File: src/sv/cree_pkg.sv
// types, codes and reset constants shared by the role election engine
package cree_pkg;

   typedef enum logic [1:0] {
      ROLE_FOLLOWER  = 2'd0,
      ROLE_CANDIDATE = 2'd1,
      ROLE_LEADER    = 2'd2
   } cree_role_type;

   // event codes
   localparam logic [2:0] MODE_TICK       = 3'd0;
   localparam logic [2:0] MODE_VOTE_REQ   = 3'd1;
   localparam logic [2:0] MODE_APPEND_REQ = 3'd2;
   localparam logic [2:0] MODE_VOTE_RSP   = 3'd3;
   localparam logic [2:0] MODE_CLIENT     = 3'd4;

   // result codes
   localparam logic [2:0] KIND_NONE        = 3'd0;
   localparam logic [2:0] KIND_VOTE_REPLY  = 3'd1;
   localparam logic [2:0] KIND_APPEND_RPLY = 3'd2;
   localparam logic [2:0] KIND_VOTE_BCAST  = 3'd3;
   localparam logic [2:0] KIND_HEARTBEAT   = 3'd4;
   localparam logic [2:0] KIND_CLIENT_RSLT = 3'd5;

   // register indexes
   localparam logic [2:0] CSR_NODE_ID      = 3'd0;
   localparam logic [2:0] CSR_PEER_COUNT   = 3'd1;
   localparam logic [2:0] CSR_HEARTBEAT    = 3'd2;
   localparam logic [2:0] CSR_TIMEOUT_MIN  = 3'd3;
   localparam logic [2:0] CSR_TIMEOUT_SPAN = 3'd4;
   localparam logic [2:0] CSR_RANDOM_SEED  = 3'd5;

   // register reset values
   localparam logic [7:0]  RST_NODE_ID      = 8'd0;
   localparam logic [3:0]  RST_PEER_COUNT   = 4'd2;
   localparam logic [15:0] RST_HEARTBEAT    = 16'd50;
   localparam logic [15:0] RST_TIMEOUT_MIN  = 16'd150;
   localparam logic [15:0] RST_TIMEOUT_SPAN = 16'd150;
   localparam logic [15:0] RST_RANDOM_SEED  = 16'd1;

   localparam int REQ_DATA_BITS = 112;
   localparam int RSP_DATA_BITS = 176;

   typedef struct packed {
      logic [7:0]  node_id;
      logic [3:0]  peer_count;
      logic [15:0] heartbeat_interval;
      logic [15:0] timeout_min;
      logic [15:0] timeout_span;
      logic [15:0] random_seed;
   } cree_cfg_type;

   typedef struct packed {
      cree_role_type role;
      logic [31:0]   term;
      logic          vote_valid;
      logic [7:0]    vote_id;
      logic [16:0]   elapsed;
      logic [16:0]   timeout;
      logic [15:0]   lfsr;
      logic [3:0]    votes_won;
      logic [3:0]    answers_seen;
      logic [31:0]   last_index;
      logic [31:0]   last_term;
      logic [31:0]   commit;
   } cree_state_type;

   typedef struct packed {
      logic [2:0]  mode;
      logic [31:0] msg_term;
      logic [7:0]  sender_id;
      logic [31:0] sender_last_index;
      logic [31:0] sender_last_term;
      logic        granted;
   } cree_event_type;

   typedef struct packed {
      logic [2:0]        msg_kind;
      logic [31:0]       reply_term;
      logic              ok;
      logic [31:0]       log_index;
      logic [31:0]       log_term;
      logic [31:0]       commit_point;
      logic [1:0]        role;
      logic [31:0]       term_now;
      logic signed [8:0] vote_holder;
   } cree_result_type;

endpackage

File: src/sv/cree_timeout.sv
// lfsr step and scaling of the random election timeout into its window
module cree_timeout (
   input  logic [15:0] lfsr,
   input  logic [15:0] timeout_min,
   input  logic [15:0] timeout_span,
   output logic [15:0] lfsr_next,
   output logic [16:0] timeout_next
);
   logic        feedback;
   logic [32:0] scaled;

   assign feedback  = lfsr[0] ^ lfsr[2] ^ lfsr[3] ^ lfsr[5];
   assign lfsr_next = {feedback, lfsr[15:1]};

   // next lfsr value * (span + 1), top bits select a point in the window
   assign scaled       = 33'(lfsr_next) * 33'({1'b0, timeout_span} + 17'd1);
   assign timeout_next = {1'b0, timeout_min} + scaled[32:16];
endmodule

File: src/sv/cree_event.sv
// next state and result for one event
module cree_event #(
   parameter int MAX_PEERS = 8,
   parameter int TERM_BITS = 32
) (
   input  cree_pkg::cree_state_type  cur,
   input  cree_pkg::cree_cfg_type    cfg,
   input  cree_pkg::cree_event_type  ev,
   output cree_pkg::cree_state_type  nxt,
   output cree_pkg::cree_result_type res
);
   import cree_pkg::*;

   localparam logic [31:0] TermMax =
      (TERM_BITS >= 32) ? 32'hFFFF_FFFF : 32'((64'd1 << TERM_BITS) - 64'd1);
   localparam logic [3:0] MaxPeersW = 4'(MAX_PEERS);

   logic [15:0] lfsr_step;
   logic [16:0] timeout_new;
   logic [3:0]  peers_used;
   logic [4:0]  quorum;

   cree_timeout u_timeout (
      .lfsr         (cur.lfsr),
      .timeout_min  (cfg.timeout_min),
      .timeout_span (cfg.timeout_span),
      .lfsr_next    (lfsr_step),
      .timeout_next (timeout_new)
   );

   assign peers_used = (cfg.peer_count > MaxPeersW) ? MaxPeersW : cfg.peer_count;
   assign quorum     = 5'(({1'b0, peers_used} + 5'd1) >> 1) + 5'd1;

   always_comb begin
      logic [31:0] mt;
      logic [16:0] elapsed_inc;
      logic [3:0]  answers_inc;
      logic [3:0]  votes_inc;
      logic [2:0]  kind;
      logic        ok;
      logic        is_reply;
      logic        fresh;

      nxt         = cur;
      kind        = KIND_NONE;
      ok          = 1'b0;
      is_reply    = 1'b0;
      fresh       = 1'b0;
      mt          = (ev.msg_term > TermMax) ? TermMax : ev.msg_term;
      elapsed_inc = (cur.elapsed == '1) ? cur.elapsed : cur.elapsed + 17'd1;
      answers_inc = (cur.answers_seen == '1) ? cur.answers_seen : cur.answers_seen + 4'd1;
      votes_inc   = (ev.granted && cur.votes_won != '1) ? cur.votes_won + 4'd1 : cur.votes_won;

      case (ev.mode)
         MODE_TICK: begin
            nxt.elapsed = elapsed_inc;
            if (cur.role == ROLE_LEADER) begin
               if (elapsed_inc >= {1'b0, cfg.heartbeat_interval}) begin
                  kind        = KIND_HEARTBEAT;
                  nxt.elapsed = '0;
               end
            end else if (elapsed_inc >= cur.timeout) begin
               // start an election
               nxt.role = ROLE_CANDIDATE;
               if (cur.term < TermMax) begin
                  nxt.term = cur.term + 32'd1;
               end
               nxt.vote_valid   = 1'b1;
               nxt.vote_id      = cfg.node_id;
               nxt.lfsr         = lfsr_step;
               nxt.elapsed      = '0;
               nxt.timeout      = timeout_new;
               nxt.votes_won    = 4'd1;
               nxt.answers_seen = '0;
               if (quorum == 5'd1) begin
                  nxt.role = ROLE_LEADER;
                  kind     = KIND_HEARTBEAT;
               end else begin
                  kind = KIND_VOTE_BCAST;
               end
            end
         end
         MODE_VOTE_REQ: begin
            kind     = KIND_VOTE_REPLY;
            is_reply = 1'b1;
            if (mt >= cur.term) begin
               if (mt > cur.term) begin
                  nxt.term       = mt;
                  nxt.role       = ROLE_FOLLOWER;
                  nxt.vote_valid = 1'b0;
                  nxt.vote_id    = '0;
               end
               fresh = (ev.sender_last_term > cur.last_term) ||
                       (ev.sender_last_term == cur.last_term &&
                        ev.sender_last_index >= cur.last_index);
               if ((!nxt.vote_valid || nxt.vote_id == ev.sender_id) && fresh) begin
                  nxt.vote_valid = 1'b1;
                  nxt.vote_id    = ev.sender_id;
                  ok             = 1'b1;
                  nxt.lfsr       = lfsr_step;
                  nxt.elapsed    = '0;
                  nxt.timeout    = timeout_new;
               end
            end
         end
         MODE_APPEND_REQ: begin
            kind     = KIND_APPEND_RPLY;
            is_reply = 1'b1;
            if (mt >= cur.term) begin
               if (mt > cur.term) begin
                  nxt.term       = mt;
                  nxt.vote_valid = 1'b0;
                  nxt.vote_id    = '0;
               end
               nxt.role    = ROLE_FOLLOWER;
               nxt.lfsr    = lfsr_step;
               nxt.elapsed = '0;
               nxt.timeout = timeout_new;
               ok          = 1'b1;
            end
         end
         MODE_VOTE_RSP: begin
            if (mt > cur.term) begin
               nxt.term       = mt;
               nxt.role       = ROLE_FOLLOWER;
               nxt.vote_valid = 1'b0;
               nxt.vote_id    = '0;
            end else if (cur.role == ROLE_CANDIDATE && mt == cur.term) begin
               nxt.answers_seen = answers_inc;
               nxt.votes_won    = votes_inc;
               if ({1'b0, votes_inc} >= quorum) begin
                  nxt.role    = ROLE_LEADER;
                  nxt.elapsed = '0;
                  kind        = KIND_HEARTBEAT;
               end else if (answers_inc >= peers_used) begin
                  nxt.role = ROLE_FOLLOWER;
               end
            end
         end
         MODE_CLIENT: begin
            kind = KIND_CLIENT_RSLT;
            if (cur.role == ROLE_LEADER && cur.last_index != '1) begin
               nxt.last_index = cur.last_index + 32'd1;
               nxt.last_term  = cur.term;
               nxt.commit     = cur.last_index + 32'd1;
               ok             = 1'b1;
            end
         end
         default: begin
         end
      endcase

      res.msg_kind     = kind;
      res.reply_term   = is_reply ? cur.term : nxt.term;
      res.ok           = ok;
      res.log_index    = nxt.last_index;
      res.log_term     = nxt.last_term;
      res.commit_point = nxt.commit;
      res.role         = nxt.role;
      res.term_now     = nxt.term;
      res.vote_holder  = nxt.vote_valid ? $signed({1'b0, nxt.vote_id}) : -9'sd1;
   end
endmodule

File: src/sv/consensus_role_election_engine.sv
// top level of the role, term and vote engine of one consensus replica
module consensus_role_election_engine #(
   parameter int MAX_PEERS = 8,
   parameter int TERM_BITS = 32
) (
   input  logic                                   clock,
   input  logic                                   reset,
   // event transactions
   input  logic                                   req_tvalid,
   output logic                                   req_tready,
   // msg_term[31:0], sender_id[39:32], sender_last_index[71:40],
   // sender_last_term[103:72], granted[104], zero fill
   input  logic [cree_pkg::REQ_DATA_BITS-1:0]     req_tdata,
   // mode[2:0]
   input  logic [2:0]                             req_tuser,
   // result transactions
   output logic                                   rsp_tvalid,
   input  logic                                   rsp_tready,
   // reply_term[31:0], ok[32], log_index[64:33], log_term[96:65],
   // commit_point[128:97], role[130:129], term_now[162:131],
   // vote_holder[171:163], zero fill
   output logic [cree_pkg::RSP_DATA_BITS-1:0]     rsp_tdata,
   // msg_kind[2:0]
   output logic [2:0]                             rsp_tuser,
   // register writes
   input  logic                                   csr_valid,
   output logic                                   csr_ready,
   input  logic [2:0]                             csr_index,
   input  logic [15:0]                            csr_data
);
   // One event per clock cycle, sustained while rsp_tready is high. An accepted
   // event is held in the input register, then the event logic (compares, a
   // saturating term update and the 16x17 multiply that scales the lfsr into
   // the timeout window) updates the replica state and loads the result
   // register in a single step, so a result is on the output once its event
   // has moved on from the input register, and it stays there until taken;
   // every event gives exactly one result. The result register parts the two
   // sides: a new event is taken into an empty input register while a finished
   // result still waits, and back-pressure stalls only the event in the input
   // register. Register writes are held off while an event sits in the input
   // register and belong in idle periods; a write of random_seed also reloads
   // the lfsr (a zero seed loads one). peer_count above MAX_PEERS is treated
   // as MAX_PEERS, and incoming terms are clamped to TERM_BITS bits.
   import cree_pkg::*;

   logic            in_valid_ff;
   cree_event_type  in_event_ff;
   logic            out_valid_ff;
   cree_result_type out_result_ff;
   cree_state_type  state_ff;
   cree_state_type  state_in;
   cree_result_type result_in;
   cree_cfg_type    cfg_ff;
   cree_event_type  req_event;
   logic            advance;
   logic            req_take;
   logic            csr_take;

   // field split of the incoming transaction
   assign req_event.mode              = req_tuser;
   assign req_event.msg_term          = req_tdata[31:0];
   assign req_event.sender_id         = req_tdata[39:32];
   assign req_event.sender_last_index = req_tdata[71:40];
   assign req_event.sender_last_term  = req_tdata[103:72];
   assign req_event.granted           = req_tdata[104];

   // input register moves on when the result register is free or drained
   assign advance    = in_valid_ff && (!out_valid_ff || rsp_tready);
   assign req_tready = !in_valid_ff || advance;
   assign req_take   = req_tvalid && req_tready;
   // no write while an event is about to update the state
   assign csr_ready  = !in_valid_ff;
   assign csr_take   = csr_valid && csr_ready;

   cree_event #(
      .MAX_PEERS (MAX_PEERS),
      .TERM_BITS (TERM_BITS)
   ) u_event (
      .cur (state_ff),
      .cfg (cfg_ff),
      .ev  (in_event_ff),
      .nxt (state_in),
      .res (result_in)
   );

   // control, state and configuration
   always_ff @(posedge clock) begin
      if (reset) begin
         in_valid_ff  <= 1'b0;
         out_valid_ff <= 1'b0;
         cfg_ff.node_id            <= RST_NODE_ID;
         cfg_ff.peer_count         <= RST_PEER_COUNT;
         cfg_ff.heartbeat_interval <= RST_HEARTBEAT;
         cfg_ff.timeout_min        <= RST_TIMEOUT_MIN;
         cfg_ff.timeout_span       <= RST_TIMEOUT_SPAN;
         cfg_ff.random_seed        <= RST_RANDOM_SEED;
         state_ff.role         <= ROLE_FOLLOWER;
         state_ff.term         <= '0;
         state_ff.vote_valid   <= 1'b0;
         state_ff.vote_id      <= '0;
         state_ff.elapsed      <= '0;
         state_ff.timeout      <= {1'b0, RST_TIMEOUT_MIN};
         state_ff.lfsr         <= RST_RANDOM_SEED;
         state_ff.votes_won    <= '0;
         state_ff.answers_seen <= '0;
         state_ff.last_index   <= '0;
         state_ff.last_term    <= '0;
         state_ff.commit       <= '0;
      end else begin
         if (req_take) begin
            in_valid_ff <= 1'b1;
         end else if (advance) begin
            in_valid_ff <= 1'b0;
         end
         if (advance) begin
            out_valid_ff <= 1'b1;
         end else if (rsp_tready) begin
            out_valid_ff <= 1'b0;
         end
         if (advance) begin
            state_ff <= state_in;
         end
         if (csr_take) begin
            case (csr_index)
               CSR_NODE_ID:      cfg_ff.node_id            <= csr_data[7:0];
               CSR_PEER_COUNT:   cfg_ff.peer_count         <= csr_data[3:0];
               CSR_HEARTBEAT:    cfg_ff.heartbeat_interval <= csr_data;
               CSR_TIMEOUT_MIN:  cfg_ff.timeout_min        <= csr_data;
               CSR_TIMEOUT_SPAN: cfg_ff.timeout_span       <= csr_data;
               CSR_RANDOM_SEED: begin
                  cfg_ff.random_seed <= csr_data;
                  // seed write reloads the generator, zero maps to one
                  state_ff.lfsr <= (csr_data == '0) ? 16'd1 : csr_data;
               end
               default: begin
               end
            endcase
         end
      end
   end

   // payload registers
   always_ff @(posedge clock) begin
      if (req_take) begin
         in_event_ff <= req_event;
      end
      if (advance) begin
         out_result_ff <= result_in;
      end
   end

   assign rsp_tvalid = out_valid_ff;
   assign rsp_tuser  = out_result_ff.msg_kind;
   assign rsp_tdata  = {4'd0,
                        out_result_ff.vote_holder,
                        out_result_ff.term_now,
                        out_result_ff.role,
                        out_result_ff.commit_point,
                        out_result_ff.log_term,
                        out_result_ff.log_index,
                        out_result_ff.ok,
                        out_result_ff.reply_term};
endmodule

File: config.mk
export PLATFORM = sky130hd
export DESIGN_NAME = consensus_role_election_engine
export DESIGN_NICKNAME = d
export VERILOG_FILES = /design/src/sv/cree_pkg.sv /design/src/sv/cree_timeout.sv /design/src/sv/cree_event.sv /design/src/sv/consensus_role_election_engine.sv
export SDC_FILE = /design/constraint.sdc
export NUM_CORES = 2
export LEC_CHECK = 0
export BUFFER_PORTS_ARGS = -buffer_cell sky130_fd_sc_hd__buf_2
export CELL_PAD_IN_SITES_DETAIL_PLACEMENT = 2
export CELL_PAD_IN_SITES_GLOBAL_PLACEMENT = 2
export CORE_AREA = 10 10 316 318
export CTS_CLUSTER_SIZE = 12
export DETAILED_ROUTE_END_ITERATION = 8
export DIE_AREA = 0 0 326 328
export HOLD_SLACK_MARGIN = 0.12
export PLACE_DENSITY = 0.83
export SETUP_SLACK_MARGIN = 0.4
export SLEW_MARGIN = 5
export SYNTH_ARGS = -nofsm -noshare
export SYNTH_HDL_FRONTEND = slang
export SYNTH_HIERARCHICAL = 1
export SYNTH_SLANG_ARGS = --single-unit
File: constraint.sdc
create_clock -name clock -period 19 [get_ports clock]
set_input_delay 1.9 -clock clock [delete_from_list [all_inputs] [get_ports clock]]
set_output_delay 1.9 -clock clock [all_outputs]
set_load 0.03 [all_outputs]
; ---- After elaboration in Yosys (flattened, before gate mapping)
; Index checks and enable logic that the tools add are counted.
[op_classes]
n_reduce_logical = 32
bitwise = 3
n_mul = 1
add_sub_neg = 9
n_div = 0
shifts = 0
order_cmp = 11
mux = 57
eq_ne = 27
[op_table]
columns = cell, n
row1 = case mux 60 bit (4 select lines), 1
row2 = two-way mux 96 bit, 2
row3 = two-way mux 93 bit, 2
row4 = two-way mux 43 bit, 4
row5 = two-way mux 120 bit, 1
row6 = two-way mux 17 bit, 6
row7 = two-way mux 101 bit, 1
row8 = case mux 33 bit (3 select lines), 1
row9 = two-way mux 32 bit, 3
row10 = two-way mux 41 bit, 2
row11 = adder 32 x 1 -> 32 bit (second input constant), 2
row12 = equality test 32 bit, 2
row13 = >= comparator 32 bit, 2
row14 = > comparator 32 bit, 2
row15 = two-way mux 59 bit, 1
row16 = two-way mux 16 bit, 3
row17 = multiplier 16 x 17 -> 33 bit, 1
row18 = > comparator 32 bit (second input constant), 1
row19 = < comparator 32 bit (second input constant), 1
row20 = != test 32 bit (second input constant), 1
row21 = two-way mux 3 bit, 7
row22 = adder 16 x 1 -> 17 bit (second input constant), 1
row23 = adder 16 x 17 -> 17 bit, 1
row24 = adder 17 x 1 -> 17 bit (second input constant), 1
row25 = 41 further kinds, 91
[word_totals]
latch_bits = 0
register_bits = 542
mem_bits_ro = 0
out_inout_bits = 182
mem_count = 0
in_bits = 139
mem_bits_rw = 0
word_cells = 175

; ---- Logic depth before layout (Yosys ltp)
[logic_depth]
word_depth = 15
mapped_depth = 38
mapped_depth_nobuf = 38

; ---- Hierarchy
; The synthesis kept the hierarchy.
[modules_own_cells]
columns = module, cells_each, seq_area_each_um2, area_per_inst_um2, instances
row1 = consensus_role_election_engine, 1487, 14003.4, 18246.2, 1
row2 = cree_event, 1555, 0.0, 9943.3, 1
row3 = cree_timeout, 1155, 0.0, 9805.7, 1

; ---- Worst setup path before layout
; OpenSTA, ideal clock, no wires.
[synth_path]
kind = register to register
start = register cfg_ff[16] (netlist name)
end = register state_ff[135] (netlist bit)
stages_incl_launch_ff = 36
path_slack_ns = 10.535
required_ns = 18.868
arrival_time_ns = 8.332
synth_period_minus_slack_ns = 8.465
n_path_buf = 1
setup_ns = 0.132
path_cell_list = dfxtp_1 > ha_1 > inv_1 > nor3_1 > and3_1 > nand3_1 > xnor2_1 > buf_2 > nand2_1 > fa_1 > fa_1 > fa_1 > inv_1 > fa_1 > inv_1 > fa_1 > fa_1 > inv_1 > ha_1 > nand2_1 > o21a_1 > a21bo_2 > a21oi_1 > and2_1 > a41o_1 > xor2_1 > ha_1 > and3_1 > a221o_1 > a31o_2 > a21oi_1 > o21ai_0 > xor2_1 > mux2_1 > nand2_1 > a21oi_1
[synth_rtl]
columns = element, line
row1 = "end signal, assigned", consensus_role_election_engine.sv:121  ; state_ff <= state_in;
row2 = "end, declared", consensus_role_election_engine.sv:50  ; cree_state_type state_ff;

==> flow_summary.yaml <==
outcome:
  status: "finished, final reports clean"
floorplanning:
  start_util: 0.4026
  ios: 321
  die_area_um2: 106900
  core_area_um2: 93050
  placementRows: 112
  die_w_um: 326
  die_h_um: 328
clocking:
  cts_sinks: 542
  cts-root-buf: "clkbuf_16"
  cts_resized: 0
  tritoncts: "done"
  h-tree-depth: 3
  post-cts-setup-buffers: 0
  cts_buffers: 67
  clock_latency_ns: 0.64
  clock_path_buffers: 3
  path_clk_slew_ns: 0.06
  cts-hold-fix-buffers: 0
critical_path:
  cpMaxStageDelayCell: "xnor2_2"
  critPathRequiredTime_ns: 19.46
  critPathArrivalTime_ns: 10.99
  crit_fanout: 16
  end_kind: "register"
  startpoint_type: "register"
  cp_common_cell: "fa_1"
  slowest_delay_ns: 0.87
  worstSetupPathType: "reg -> reg"
sta:
  fmaxAchievable_mhz: 94.95
  min_period_over_period: 0.5543
  grt_setup_unrepaired: "false"
  finalSetupViolCount: 0
  maxSlewHeadroom: 0.2177
  finalCriticalPeriod_ns: 10.53
  fin_setup_tns_ns: 0
  hold_viol_final: 0
  finalMaxSlewViolations: 0
  clock_skew_ns: 0.03607
  worst_slew_pin_slew_ns: 1.168
pwr:
  powerDensity_nw_per_um2: 72.89
  ir_worst_vdd_mv: 0.06796
  p_leak_nw: 16.72
routing:
  avgViaCountPerCell: 5.626
  first_pass_iters: 5
  drc: 0
  vias: 31020
  wl_per_cell_um: 24.87
  first_iter_violations: 1981
  wl_mm: 137.1
  final_antenna_net_count: 0
place:
  place.port_buffers: 309
  place.gp.congestion: 0.8798
  hpwl_mm: 98.69
  place_inst: 5384
  place_area_um2: 39050
global_routing:
  grt_max_degree: 192
  grt_pass1_vias: 34790
  grt.overflow.total: 0
  track_usage: 0.2499
  grt_pass1_wl_mm: 209.8
  antenna_found_initial: 19
layout:
  drive_above_1_share: 0.1164
  instances_no_fill: 5513
  multi_input_area_um2: 20400
  seq_area_um2: 13680
  num-nets-final: 4811
  area_growth_pct: 9.899
  fin_area_um2: 41170
  fillers: 10190
  post-route-util: 0.4425
synth:
  ys_warn_count: 6
  syn_inst: 4131
  synth.avg_cell_area_um2: 9.069
  netlist_area_um2: 37460
run:
  drv_cap: 0
min_path:
  hp-class: "reg -> reg"
==> flip-flops by register name, indices dropped and copies added (netlist names) <==
register and count:
cfg_ff 60, in_event_ff 108, in_valid_ff 1, rsp_tdata 172
rsp_tuser 3, rsp_tvalid 1, state_ff 197
==> worst max-delay path, delay by kind of cell, from the launching register on <==
family | cells | cell delay (ns)
buffers and inverters | 5 | 0.30
adders and majority gates | 9 | 3.76
xor gates and xnor gates | 3 | 1.20
muxes | 1 | 0.29
AOI/OAI and AO/OA | 8 | 2.05
and+or+nand+nor | 9 | 2.37
DFF | 1 | 0.38
==> metal layers <==
metal / vias to the layer above / track usage / wire [um]
li1: 13910 / - / -
met1: 15950 / 0.3133 / 57610
met2: 865 / 0.4258 / 66620
met3: 286 / 0.03995 / 7313
met4: 10 / 0.1010 / 5467
met5: - / 0 / 78
==> area by class of cell <==
class                      count  share of cell area
sequential                   542              0.3323
tap                         1254             0.03811
inverter                     420             0.03847
multi-input combinational   2828              0.4954
antenna                        8           0.0004862
clock inverter                22            0.004771
clock buffer                  99             0.04631
timing repair buffer         340             0.04406
==> through the flow <==
stage,hold slack (ns),setup slack (ns),power (W)
global placement,0.4410,8.862,0.001744
global route,0.4737,7.800,0.003113
floorplan,0.4351,10.54,0.001609
finish,0.4582,8.468,0.003001
detailed placement,0.4521,8.540,0.001767
CTS,0.4603,8.541,0.003029
==> path summary, 6_finish.rpt <==
| kind | slack, ns | cells past startpoint | end | startpoint |
|---|---|---|---|---|
| setup / recovery | 8.47 | 35 | state_ff[135] | cfg_ff[17] |
| hold / removal | 0.46 | 2 | state_ff[130] | state_ff[130] |
| setup reg to reg | 8.47 | 35 | state_ff[135] | cfg_ff[17] |
| hold reg to reg | 0.46 | 2 | state_ff[130] | state_ff[130] |
==> placed cells by master, fill, tap and decap left out, types with 14 or more instances in the layout <==
cell and instances:
nand2_1 842, inv_1 415, a21oi_1 340, buf_2 308, edfxtp_1 283, ha_1 265, dfxtp_1 259, fa_1 208
nor2_1 141, o21ai_0 137, and2_1 106, xnor2_1 98, clkbuf_16 67, nand4_1 57, nand3_1 51, mux2i_1 50
a21o_1 44, nor3_1 39, and3_1 32, buf_4 29, a211oi_1 26, nor2b_1 24, nor4_1 24, a31oi_1 22
clkbuf_1 21, xor2_1 19, nand2b_1 17, a211o_1 15, o21ai_1 14
==> report_power, final <==
part / internal, W / switching (W) / leakage [nW]
clock network: 0.000715 / 0.000537 / 1.01
logic: 0.000137 / 0.000298 / 10.9
registers: 0.00128 / 0.0000372 / 4.76
total: 0.00213 / 0.000872 / 16.7
Note: power is estimated with default switching activity, not from simulation.
